`config.mk`:
```
export PLATFORM = sky130hd
export DESIGN_NAME = ip_text_address_parser
export DESIGN_NICKNAME = d
export VERILOG_FILES = /design/src/rtl/itap_pkg.sv /design/src/rtl/ip_text_address_parser.sv /design/src/rtl/itap_parser.sv /design/src/rtl/itap_assemble.sv
export SDC_FILE = /design/constraint.sdc
export NUM_CORES = 1
export LEC_CHECK = 0
export BUFFER_PORTS_ARGS = -buffer_cell sky130_fd_sc_hd__buf_4
export CORE_ASPECT_RATIO = 0.7
export CORE_MARGIN = 2
export CORE_UTILIZATION = 55
export CTS_BUF_LIST = sky130_fd_sc_hd__clkbuf_16
export CTS_CLUSTER_DIAMETER = 120
export CTS_CLUSTER_SIZE = 8
export DETAILED_ROUTE_END_ITERATION = 6
export PLACE_DENSITY = 0.73
export SETUP_SLACK_MARGIN = 0.1
export SLEW_MARGIN = 20
export SYNTH_ARGS = -nofsm -noshare
export SYNTH_HDL_FRONTEND = slang
export SYNTH_HIERARCHICAL = 1
export SYNTH_SLANG_ARGS = --single-unit
```
`constraint.sdc`:
```
create_clock -name clk -period 12.5 [get_ports clk]
set_clock_uncertainty 0.15 [all_clocks]
set_input_delay 1.875 -clock clk [delete_from_list [all_inputs] [get_ports clk]]
set_output_delay 1.875 -clock clk [all_outputs]
set_load 0.01 [all_outputs]
```
`src/rtl/itap_pkg.sv`:
```
// ----------------------------------------------------------------------------
// itap_pkg
// Types, character codes and digit helpers for the text address parser.
// ----------------------------------------------------------------------------
package itap_pkg;

  localparam int NUM_GROUPS     = 8;
  localparam int GROUP_W        = 16;
  localparam int MAX_HEX_DIGITS = 4;
  localparam int MAX_DEC_DIGITS = 3;
  localparam int OCTET_MAX      = 255;

  localparam logic [7:0] CHAR_NUL   = 8'h00;
  localparam logic [7:0] CHAR_COLON = 8'h3A;
  localparam logic [7:0] CHAR_DOT   = 8'h2E;

  // One character transfer
  typedef struct packed {
    logic [7:0] character;
    logic       is_ipv6;
  } in_t;

  // One result transfer
  typedef struct packed {
    logic        valid_res;
    logic [63:0] address_high;
    logic [63:0] address_low;
  } out_t;

  // Parse outcome captured on the terminating NUL
  typedef struct packed {
    logic                                ok;       // parse phase allowed a result
    logic                                is_v4;    // plain dotted quad result
    logic [NUM_GROUPS-1:0][GROUP_W-1:0]  groups;   // stored groups, in order
    logic [3:0]                          count;    // groups stored
    logic                                gap_seen;
    logic [2:0]                          gap_pos;
  } snap_t;

  function automatic logic is_dec(input logic [7:0] c);
    return (c >= 8'h30) && (c <= 8'h39);
  endfunction

  function automatic logic is_hex(input logic [7:0] c);
    return is_dec(c) || ((c >= 8'h61) && (c <= 8'h66)) || ((c >= 8'h41) && (c <= 8'h46));
  endfunction

  // Nibble value of a hex character; letters sit at low nibble 1..6
  function automatic logic [3:0] hex_val(input logic [7:0] c);
    return is_dec(c) ? c[3:0] : c[3:0] + 4'd9;
  endfunction

  // acc * 10 + d, kept to ten bits
  function automatic logic [9:0] dec_step(input logic [9:0] acc, input logic [3:0] d);
    logic [13:0] t;
    t = {1'b0, acc, 3'b000} + {3'b000, acc, 1'b0} + {10'd0, d};
    return t[9:0];
  endfunction

endpackage

```
`src/rtl/ip_text_address_parser.sv`:
```
// The outcome is captured on each NUL and then moved to the output register.
// Throughput: one character per cycle unless the capture register is full and
// stalled; every character updates the parse state directly, and a result held
// in the output register does not block it while the capture register is free.
// Reset (rst, synchronous): returns the parser to the start of a string and
// empties the capture and output registers.
// ----------------------------------------------------------------------------
// ip_text_address_parser
// Streams IPv4/IPv6 address text in and returns the binary address per NUL.
// ----------------------------------------------------------------------------
module ip_text_address_parser (
  input  logic           clk,
  input  logic           rst,
  input  logic           char_valid,
  output logic           char_ready,
  input  itap_pkg::in_t  char_data,
  output logic           res_valid,
  input  logic           res_ready,
  output itap_pkg::out_t res_data
);

  logic            snap_valid;
  logic            snap_ready;
  itap_pkg::snap_t snap;

  // Character parser with outcome capture
  itap_parser u_parser (
    .clk        (clk),
    .rst        (rst),
    .char_valid (char_valid),
    .char_ready (char_ready),
    .char_data  (char_data),
    .snap_valid (snap_valid),
    .snap_ready (snap_ready),
    .snap       (snap)
  );

  // Address assembly and output register
  itap_assemble u_assemble (
    .clk        (clk),
    .rst        (rst),
    .snap_valid (snap_valid),
    .snap_ready (snap_ready),
    .snap       (snap),
    .res_valid  (res_valid),
    .res_ready  (res_ready),
    .res_data   (res_data)
  );

endmodule

```
`src/rtl/itap_parser.sv`:
```
// ----------------------------------------------------------------------------
// itap_parser
// Character-at-a-time parse state; captures the outcome on each NUL.
// ----------------------------------------------------------------------------
module itap_parser (
  input  logic           clk,
  input  logic           rst,
  input  logic           char_valid,
  output logic           char_ready,
  input  itap_pkg::in_t  char_data,
  output logic           snap_valid,
  input  logic           snap_ready,
  output itap_pkg::snap_t snap
);

  typedef enum logic [7:0] {
    PH_START       = 8'b0000_0001,
    PH_LEAD_COLON  = 8'b0000_0010,
    PH_IN_GROUP    = 8'b0000_0100,
    PH_AFTER_COLON = 8'b0000_1000,
    PH_AFTER_GAP   = 8'b0001_0000,
    PH_V4          = 8'b0010_0000,
    PH_V4_TAIL     = 8'b0100_0000,
    PH_ERROR       = 8'b1000_0000
  } phase_t;

  // Parse state
  phase_t                                                    phase;
  logic [itap_pkg::NUM_GROUPS-1:0][itap_pkg::GROUP_W-1:0]    store;
  logic [3:0]  group_count;
  logic        gap_seen;
  logic [2:0]  gap_pos;
  logic [15:0] hex_acc;
  logic [9:0]  dec_acc;
  logic [2:0]  digit_count;
  logic [1:0]  octet_index;
  logic        family_v6;
  logic        letter_seen;

  phase_t                                                    phase_next;
  logic [itap_pkg::NUM_GROUPS-1:0][itap_pkg::GROUP_W-1:0]    store_next;
  logic [3:0]  group_count_next;
  logic        gap_seen_next;
  logic [2:0]  gap_pos_next;
  logic [15:0] hex_acc_next;
  logic [9:0]  dec_acc_next;
  logic [2:0]  digit_count_next;
  logic [1:0]  octet_index_next;
  logic        letter_seen_next;

  itap_pkg::snap_t snap_next;

  logic        accept;
  logic        is_nul;
  logic [7:0]  c;
  logic        fam_eff;
  phase_t      ph_eff;
  logic        c_hex;
  logic        c_dec;
  logic [3:0]  hv;
  logic        octet_ok;
  logic        do_push;
  logic        do_octet;
  logic [1:0]  oct_pos;
  logic [2:0]  oct_slot;
  logic [2:0]  push_slot;

  assign char_ready = !snap_valid || snap_ready;
  assign accept     = char_valid && char_ready;
  assign c          = char_data.character;
  assign is_nul     = (c == itap_pkg::CHAR_NUL);
  assign c_hex      = itap_pkg::is_hex(c);
  assign c_dec      = itap_pkg::is_dec(c);
  assign hv         = itap_pkg::hex_val(c);

  // Family is taken from the first character of a string
  assign fam_eff = (phase == PH_START) ? char_data.is_ipv6 : family_v6;
  assign ph_eff  = ((phase == PH_START) && !char_data.is_ipv6) ? PH_V4 : phase;

  assign octet_ok = (digit_count != 3'd0) &&
                    (digit_count <= 3'(itap_pkg::MAX_DEC_DIGITS)) &&
                    (dec_acc <= 10'(itap_pkg::OCTET_MAX));

  assign push_slot = group_count[2:0];

  // Next state for one character, and the outcome on NUL
  always_comb begin
    phase_next       = ph_eff;
    group_count_next = group_count;
    gap_seen_next    = gap_seen;
    gap_pos_next     = gap_pos;
    hex_acc_next     = hex_acc;
    dec_acc_next     = dec_acc;
    digit_count_next = digit_count;
    octet_index_next = octet_index;
    letter_seen_next = letter_seen;
    do_push          = 1'b0;
    do_octet         = 1'b0;
    oct_pos          = octet_index;
    snap_next.ok       = 1'b0;
    snap_next.is_v4    = 1'b0;
    snap_next.count    = group_count;
    snap_next.gap_seen = gap_seen;
    snap_next.gap_pos  = gap_pos;

    if (is_nul) begin
      // End of string
      unique case (ph_eff)
        PH_IN_GROUP: begin
          do_push         = 1'b1;
          snap_next.ok    = 1'b1;
          snap_next.count = group_count + 4'd1;
        end
        PH_AFTER_GAP: begin
          snap_next.ok = 1'b1;
        end
        PH_V4: begin
          if (octet_ok && (octet_index == 2'd3)) begin
            do_octet        = 1'b1;
            snap_next.ok    = 1'b1;
            snap_next.is_v4 = !fam_eff;
            snap_next.count = group_count + 4'd2;
          end
        end
        PH_V4_TAIL: begin
          snap_next.ok    = 1'b1;
          snap_next.is_v4 = 1'b1;
        end
        default: begin
          snap_next.ok = 1'b0;
        end
      endcase
    end else begin
      unique case (ph_eff)
        PH_START, PH_AFTER_COLON, PH_AFTER_GAP: begin
          if ((ph_eff == PH_START) && (c == itap_pkg::CHAR_COLON)) begin
            phase_next = PH_LEAD_COLON;
          end else if ((ph_eff == PH_AFTER_COLON) && (c == itap_pkg::CHAR_COLON)) begin
            // Second colon: the one zero gap
            if (gap_seen) begin
              phase_next = PH_ERROR;
            end else begin
              gap_seen_next = 1'b1;
              gap_pos_next  = group_count[2:0];
              phase_next    = PH_AFTER_GAP;
            end
          end else if (c_hex) begin
            // Open a new group
            hex_acc_next     = {12'd0, hv};
            dec_acc_next     = c_dec ? {6'd0, hv} : 10'd0;
            digit_count_next = 3'd1;
            letter_seen_next = !c_dec;
            phase_next       = PH_IN_GROUP;
          end else begin
            phase_next = PH_ERROR;
          end
        end
        PH_LEAD_COLON: begin
          if (c == itap_pkg::CHAR_COLON) begin
            gap_seen_next = 1'b1;
            gap_pos_next  = 3'd0;
            phase_next    = PH_AFTER_GAP;
          end else begin
            phase_next = PH_ERROR;
          end
        end
        PH_IN_GROUP: begin
          if (c == itap_pkg::CHAR_COLON) begin
            do_push          = 1'b1;
            group_count_next = group_count + 4'd1;
            phase_next       = (group_count_next >= 4'(itap_pkg::NUM_GROUPS)) ?
                               PH_ERROR : PH_AFTER_COLON;
          end else if (c == itap_pkg::CHAR_DOT) begin
            // Group turns out to be the first octet of an embedded IPv4 part
            if (letter_seen || !octet_ok ||
                (group_count > 4'(itap_pkg::NUM_GROUPS - 2))) begin
              phase_next = PH_ERROR;
            end else begin
              oct_pos          = 2'd0;
              do_octet         = 1'b1;
              octet_index_next = 2'd1;
              digit_count_next = 3'd0;
              dec_acc_next     = 10'd0;
              phase_next       = PH_V4;
            end
          end else if (!c_hex || (digit_count >= 3'(itap_pkg::MAX_HEX_DIGITS))) begin
            phase_next = PH_ERROR;
          end else begin
            hex_acc_next = {hex_acc[11:0], hv};
            if (!c_dec) begin
              letter_seen_next = 1'b1;
            end else if (digit_count < 3'(itap_pkg::MAX_DEC_DIGITS)) begin
              dec_acc_next = itap_pkg::dec_step(dec_acc, hv);
            end
            digit_count_next = digit_count + 3'd1;
          end
        end
        PH_V4: begin
          if (c_dec) begin
            if (digit_count >= 3'(itap_pkg::MAX_DEC_DIGITS)) begin
              phase_next = PH_ERROR;
            end else begin
              dec_acc_next     = itap_pkg::dec_step(dec_acc, hv);
              digit_count_next = digit_count + 3'd1;
            end
          end else if (c == itap_pkg::CHAR_DOT) begin
            if (!octet_ok || (octet_index == 2'd3)) begin
              phase_next = PH_ERROR;
            end else begin
              do_octet         = 1'b1;
              octet_index_next = octet_index + 2'd1;
              digit_count_next = 3'd0;
              dec_acc_next     = 10'd0;
            end
          end else if (c == itap_pkg::CHAR_COLON) begin
            // Only a plain dotted quad may carry an ignored tail
            if (fam_eff || !octet_ok || (octet_index != 2'd3)) begin
              phase_next = PH_ERROR;
            end else begin
              do_octet   = 1'b1;
              phase_next = PH_V4_TAIL;
            end
          end else begin
            phase_next = PH_ERROR;
          end
        end
        default: begin
          phase_next = ph_eff;
        end
      endcase
    end

    // Group store write: a whole group, or one byte of an octet pair
    oct_slot = (fam_eff ? group_count[2:0] : 3'd0) + {2'd0, oct_pos[1]};
    for (int i = 0; i < itap_pkg::NUM_GROUPS; i++) begin
      store_next[i] = store[i];
      if (do_push && (push_slot == 3'(i))) begin
        store_next[i] = hex_acc;
      end else if (do_octet && (oct_slot == 3'(i))) begin
        store_next[i] = oct_pos[0] ? {store[i][15:8], dec_acc[7:0]}
                                   : {dec_acc[7:0], store[i][7:0]};
      end
    end
    snap_next.groups = store_next;
  end

  // Control state
  always_ff @(posedge clk) begin
    if (rst) begin
      phase       <= PH_START;
      group_count <= 4'd0;
      gap_seen    <= 1'b0;
      gap_pos     <= 3'd0;
      hex_acc     <= 16'd0;
      dec_acc     <= 10'd0;
      digit_count <= 3'd0;
      octet_index <= 2'd0;
      family_v6   <= 1'b0;
      letter_seen <= 1'b0;
      snap_valid  <= 1'b0;
    end else begin
      if (accept) begin
        if (is_nul) begin
          phase       <= PH_START;
          group_count <= 4'd0;
          gap_seen    <= 1'b0;
          gap_pos     <= 3'd0;
          hex_acc     <= 16'd0;
          dec_acc     <= 10'd0;
          digit_count <= 3'd0;
          octet_index <= 2'd0;
          family_v6   <= 1'b0;
          letter_seen <= 1'b0;
        end else begin
          phase       <= phase_next;
          group_count <= group_count_next;
          gap_seen    <= gap_seen_next;
          gap_pos     <= gap_pos_next;
          hex_acc     <= hex_acc_next;
          dec_acc     <= dec_acc_next;
          digit_count <= digit_count_next;
          octet_index <= octet_index_next;
          family_v6   <= fam_eff;
          letter_seen <= letter_seen_next;
        end
      end
      if (accept && is_nul) begin
        snap_valid <= 1'b1;
      end else if (snap_ready) begin
        snap_valid <= 1'b0;
      end
    end
  end

  // Group store and captured outcome (payload, no reset)
  always_ff @(posedge clk) begin
    if (accept && !is_nul) begin
      store <= store_next;
    end
    if (accept && is_nul) begin
      snap <= snap_next;
    end
  end

endmodule

```
`src/rtl/itap_assemble.sv`:
```
// ----------------------------------------------------------------------------
// itap_assemble
// Expands the zero gap, checks the group count and registers the result.
// ----------------------------------------------------------------------------
module itap_assemble (
  input  logic            clk,
  input  logic            rst,
  input  logic            snap_valid,
  output logic            snap_ready,
  input  itap_pkg::snap_t snap,
  output logic            res_valid,
  input  logic            res_ready,
  output itap_pkg::out_t  res_data
);

  logic [itap_pkg::NUM_GROUPS-1:0][itap_pkg::GROUP_W-1:0] g;
  logic [3:0]     zero_len;
  logic [4:0]     gap_lo;
  logic [4:0]     gap_hi;
  logic           v6_ok;
  itap_pkg::out_t res_next;

  assign snap_ready = !res_valid || res_ready;

  // Gap expansion: groups after the gap slide up by the gap length
  always_comb begin
    zero_len = 4'(itap_pkg::NUM_GROUPS) - snap.count;
    gap_lo   = {2'd0, snap.gap_pos};
    gap_hi   = gap_lo + {1'b0, zero_len};
    v6_ok    = snap.gap_seen ? (snap.count < 4'(itap_pkg::NUM_GROUPS))
                             : (snap.count == 4'(itap_pkg::NUM_GROUPS));
    for (int i = 0; i < itap_pkg::NUM_GROUPS; i++) begin
      if (snap.gap_seen && (5'(i) >= gap_lo) && (5'(i) < gap_hi)) begin
        g[i] = '0;
      end else if (snap.gap_seen && (5'(i) >= gap_hi)) begin
        g[i] = snap.groups[3'(3'(i) - zero_len[2:0])];
      end else begin
        g[i] = snap.groups[i];
      end
    end
  end

  // Result word
  always_comb begin
    res_next.valid_res    = 1'b0;
    res_next.address_high = 64'd0;
    res_next.address_low  = 64'd0;
    if (snap.ok && snap.is_v4) begin
      res_next.valid_res   = 1'b1;
      res_next.address_low = {32'd0, snap.groups[0], snap.groups[1]};
    end else if (snap.ok && v6_ok) begin
      res_next.valid_res    = 1'b1;
      res_next.address_high = {g[0], g[1], g[2], g[3]};
      res_next.address_low  = {g[4], g[5], g[6], g[7]};
    end
  end

  // Output register
  always_ff @(posedge clk) begin
    if (rst) begin
      res_valid <= 1'b0;
    end else if (snap_ready) begin
      res_valid <= snap_valid;
    end
  end

  always_ff @(posedge clk) begin
    if (snap_valid && snap_ready) begin
      res_data <= res_next;
    end
  end

endmodule

```
Word-level counts from Yosys, hierarchy flattened
Cells that the tools add are included.

cells by class
  magnitude comparators = 45
  equality and inequality tests = 49
  bitwise gates (word level) = 1
  divide/modulo/power cells = 0
  reductions and logical operators = 99
  muxes and demuxes = 179
  add/sub/neg operators = 18
  $mul = 0
  shifts and indexed selects = 0

operator list
  cell                  number
  $mux W16              55
  $bmux W16 S3          8
  $mux W8               18
  $mux W10              14
  $mux W129             1
  $logic_and A1 B1 Y1   54
  $mux W3               18
  $lt A3 B4 Y1 const B  8
  $mux W1               32
  $mux W32              1
  $pmux W16 S2          1
  $pmux W8 S4           1
  $pmux W10 S3          1
  $mux W4               7
  $ne A3 B2 Y1 const B  9
  $mux W2               13
  $eq A3 B3 Y1 const B  8
  $eq A8 B6 Y1 const B  3
  $reduce_or A3 Y1      8
  $ge A3 B5 Y1 const A  4
  $lt A3 B5 Y1 const A  4
  $eq A8 B1 Y1 const B  2
  $ge A8 B7 Y1 const B  2
  $le A8 B7 Y1 const B  2
  65 further kinds      117

storage, ports and cells
  output and inout port bits = 131
  memories kept = 0
  register bits after elaboration = 446
  bits in read-only memories = 0
  word-level logic and storage cells = 432
  RAM bits = 0
  input bits = 13
  latch bits = 0

Logic depth before layout (Yosys ltp)
  word-level depth = 16
  depth in mapped cells = 19
  depth with buffers taken out = 17

Hierarchy
The synthesis kept the hierarchy.

by module, submodules not included
  module         cells an instance  area an instance (µm²)  times used  seq. area each (µm²)
  itap_parser    1,241              14,974.4                1           8,988.6
  itap_assemble  949                10,969.3                1           3,893.7

Worst setup path before layout
Ideal clock, no wire load.

  path kind = input to register
  from = input char_data[4] in the netlist's numbering
  to = register u_parser.phase[7]
  data arrival time = 6.454 ns
  slack = 5.778 ns
  setup time = 0.119 ns
  data required time = 12.231 ns
  stages on the path = 7
  path buffers = 1
  cells stage by stage = buf_2 -> or4_1 -> nor3_1 -> nand2_1 -> inv_1 -> nor2_1 -> o221a_2

on the way
  longest elaborated chain between the ends = 11
  elaborated cells between the ends (all ways) = 30
  those cells by class = order compare (6); eq/ne (2); mux (12); reduce/logical (10)

ends and longest elaborated chain
  item                                    line                            RTL
  start, declared                         ip_text_address_parser.sv:16    input itap_pkg::in_t char_data,
  $ge A8 B6 Y1 (tied with other cells)    itap_pkg.sv:41                  return (c >= 8'h30) && (c <= 8'h39);
  $logic_and A1 B1 Y1 (on tied branches)  itap_pkg.sv:41, itap_pkg.sv:45
  $logic_or A1 B1 Y1 (2 in a row)         itap_pkg.sv:45                  return is_dec(c) || ((c >= 8'h61) && (c <= 8'h66)) || ((c >= 8'h41) && (c <= 8'h46));
  $logic_not A1 Y1                        itap_parser.sv:186              end else if (!c_hex || (digit_count >= 3'(itap_pkg::MAX_HEX_DIGITS))) begin
  $logic_or A1 B1 Y1                      itap_parser.sv:186
  $mux W8                                 itap_parser.sv:186
  $mux W8                                 itap_parser.sv:173              end else if (c == itap_pkg::CHAR_DOT) begin
  $mux W8                                 itap_parser.sv:168              if (c == itap_pkg::CHAR_COLON) begin
  $pmux W8 S4                             itap_parser.sv:134              unique case (ph_eff)
  $mux W8 (*)                             itap_parser.sv:263              if (is_nul) begin
  end signal, assigned                    itap_parser.sv:275              phase <= phase_next;
  end, declared                           itap_parser.sv:28               phase_t phase;

Mark *: on every way between the ends. The rest lies on a longest branch, timed or not.
A chain may end at the register's enable or synchronous reset.

==> impl_metrics.ini <==
[placement]
place.port_buffers = 143
gp_congestion = 0.937
place_area_mm2 = 0.0273
dp_hpwl_um = 54000
dp_worst_setup_slack_ps = 5810

[detailed_routing]
wl_per_cell_um = 27.2
drc_errors = 0
drt_first_pass_iters = 5
vias_per_cell = 6.72
drt_wl_total_um = 79000
vias = 19500
ant_nets = 0
drt_iter0_markers = 3166

[cts]
clockBufferDepth = 3
clockRootBuffer = clkbuf_16
clk_pin_slew_ps = 50
h-tree-depth = 2
ctsResizeCount = 0
numCtsBuffers = 61
ctsHoldBuffers = 0
cts_setup_buffers = 0
cts_sinks = 446
cts_tree = built
clk_latency_ps = 640

[logic_synthesis]
ys_async_sr_fraction_pct = 0
synth_area_mm2 = 0.0259
yosysUniqueCellTypes = 93
synth_top_area_share_pct = 45.7
yosysSeqAreaShare_pct = 49.7
synth_edf_count = 395
synth_top_area_cell = edfxtp_1
ys_seq_elements = 446
synth_area_leaders = edfxtp_1 46%, mux2i_1 8.4%, mux4_2 8.0%
synth_warnings = 6
synthFlopType = edfxtp_1
synthesis.nets = 2243
synth_cells = 2190
syn-mean-instance-area_um2 = 11.8

[worst_setup_path]
crit_path_end_kind = flip-flop
cp_max_fo = 9
slowest_stage = a2111oi_4
r2r_cells = 10
worst_path_most_repeated_cell = ha_1
r2r-end = u_parser/snap[115]$_DFFE_PP_
regToRegStartpoint = u_parser/phase[4]$_SDFFE_PP0P_
cp.arrival_ps = 6290
start_kind = primary input
rrSetupSlack_ps = 7260
path_class = primary input to flip-flop
max_stage_delay_ps = 830
cp.required_ps = 12670
crit_path_cell_trace = buf_4 > inv_1 > ha_1 > nor4bb_1 > nand3_1 > or4_1 > and2_1 > ha_1 > ha_1 > inv_2 > a2111oi_4 > mux2i_1 > a21oi_1

[power_and_ir_drop]
ir_drop_mv = 0.103
pwr_density_cell_mw_per_mm2 = 113
seq_power_share_pct = 50.7
p_switching_mw = 0.723
internal-power_mw = 2.56
pwr-share-comb_pct = 3.9
p_sw_share_pct = 22.0
leakage_nw = 10.6
clkPwrFrac_pct = 45.5

[cells_and_area]
layout_common_cells = 395 x edfxtp_1, 305 x nor2_1, 218 x mux2i_1
layout_commonest_cell = edfxtp_1
diodes = 0
stdcell_area_mm2 = 0.0291
drive_gt1_share_pct = 22.3
area_growth_pct = 12.1
nets = 2304

[global_routing]
grt_util_met1_pct = 48.2
grt.busiest_layer = met1
grt_pass1_vias = 18000
grt_usage_pct = 31.9
grtUsageMet2_pct = 42.7
grt_antenna_before_repair = 3
met3_usage_pct = 11.9
grt-ovfl-total = 0
grt_max_degree = 88
grt_pass1_wl_um = 117000

[sta]
worst_pin_slew_ps = 1240
period_minus_slack_ps = 6120
rsz0062_at_grt = no
fin_crit_sh_pct = 49.0
fmax_ghz = 0.163
hold_viol_final = 0
max_slew_margin_pct = 17.2
fin_tns_setup_ps = 0
setup_viol = 0
fin_ws_ps = 6380
final_max_slew_viol_count = 0

[floorplan]
initial_core_util_pct = 55.8
coreArea_mm2 = 0.0465
io_pins = 144
die_area_mm2 = 0.0490
rows = 66
die_w_um = 264
die_h_um = 186

[hold_path]
min_from = u_parser/gap_pos[2]$_SDFFE_PP0P_
hold_path_class = flip-flop to flip-flop
hold_depth = 0
holdPathEnd = u_parser/snap[2]$_DFFE_PP_

[status]
outcome = complete, no violations

[run]
cap_violations = 0
## routing by layer
| layer | up-vias | wire, um |
|---|---|---|
| met1 | 9556 | 33300 |
| met3 | 124 | 12400 |
| met5 | - | 0 |
| met4 | 0 | 1600 |
| li1 | 8467 | - |
| met2 | 1374 | 31700 |
## cells in the mapped netlist (all sizes together), types with 5 or more instances
cell	count
a21o	6
mux4	92
xnor2	11
nor2	305
nand4	7
nand3	18
dfxtp	51
a211oi	38
clkbuf	103
and2	6
edfxtp	395
a22oi	17
a31oi	6
a21oi	199
xor2	8
buf	76
a32o	14
a211o	5
nor4	9
a2111oi	15
nand2b	34
a2111o	6
o21ai	68
a22o	6
nor2b	11
o21a	5
ha	37
or3	10
nor3	53
a221oi	7
or2	27
mux2i	218
mux2	99
inv	30
a311oi	16
nand3b	7
nand2	113
## cell families after synthesis
kind of cell / share of synthesized area [%]
AOI/OAI and AO/OA: 12.1
and+or+nand+nor: 11.2
buffers and inverters: 3.60
muxes: 20.7
xor gates and xnor gates: 0.733
DFF: 49.7
adders and majority gates: 2.02
## through the flow
step	util, %	hold WS [ps]	power [mW]	cells
floorplan	-	258	1.78	2190
global placement	58.7	267	1.81	2798
detailed placement	58.7	285	1.81	2799
CTS	62.4	300	3.29	2903
global route	62.5	323	3.37	2904
finish	62.5	299	3.28	2904
## worst max-delay path, delay by kind of cell
family                   cells  cell delay, ps
AND/OR/NAND/NOR              4            1510
adder cells (fa/ha/maj)      3            1150
AO/OA/AOI/OAI                2             950
buffers and inverters        3             490
multiplexers                 1             300
## area by class of cell
cell class | instances | area (um^2)
fill | 3541 | 17400
inverter | 30 | 118
clock buffer | 61 | 1530
multi-input combinational | 1535 | 12200
sequential | 446 | 12900
timing repair buffer | 177 | 1350
tap | 612 | 766
clock inverter | 43 | 194
## how the worst max path moves through the flow
stage | from | to | slack, ps | cells after the start
6_report | char_data[1] | u_parser/snap[115]$_DFFE_PP_ | 6380 | 13
5_1_grt | char_data[1] | u_parser/snap[115]$_DFFE_PP_ | 6150 | 13
3_5_place_dp | char_data[1] | u_parser/snap[53]$_DFFE_PP_ | 5810 | 13
2_1_floorplan | char_data[4] | u_parser/phase[7]$_SDFFE_PP0P_ | 5780 | 7
4_1_cts | char_data[1] | u_parser/store[109]$_DFFE_PP_ | 6480 | 13
3_3_place_gp | char_data[1] | u_parser/snap[117]$_DFFE_PP_ | 5960 | 13
## registers in the layout (all words and copies together) (netlist names), 2 cells and up
register,cells
u_parser/gap_pos,3
u_parser/hex_acc,16
u_assemble/res_data,129
u_parser/octet_index,2
u_parser/store,128
u_parser/phase,8
u_parser/digit_count,3
u_parser/snap,138
u_parser/group_count,4
u_parser/dec_acc,10
## power groups by stage
stage / clock (mW) / combinational [mW] / sequential [mW]
after floorplan: 0 / 0.0934 / 1.68
after global placement: 0 / 0.118 / 1.69
after detailed placement: 0 / 0.123 / 1.69
after CTS: 1.51 / 0.124 / 1.66
after global routing: 1.57 / 0.139 / 1.66
final: 1.49 / 0.126 / 1.66
No activity file was read; power rests on OpenSTA's default activity.
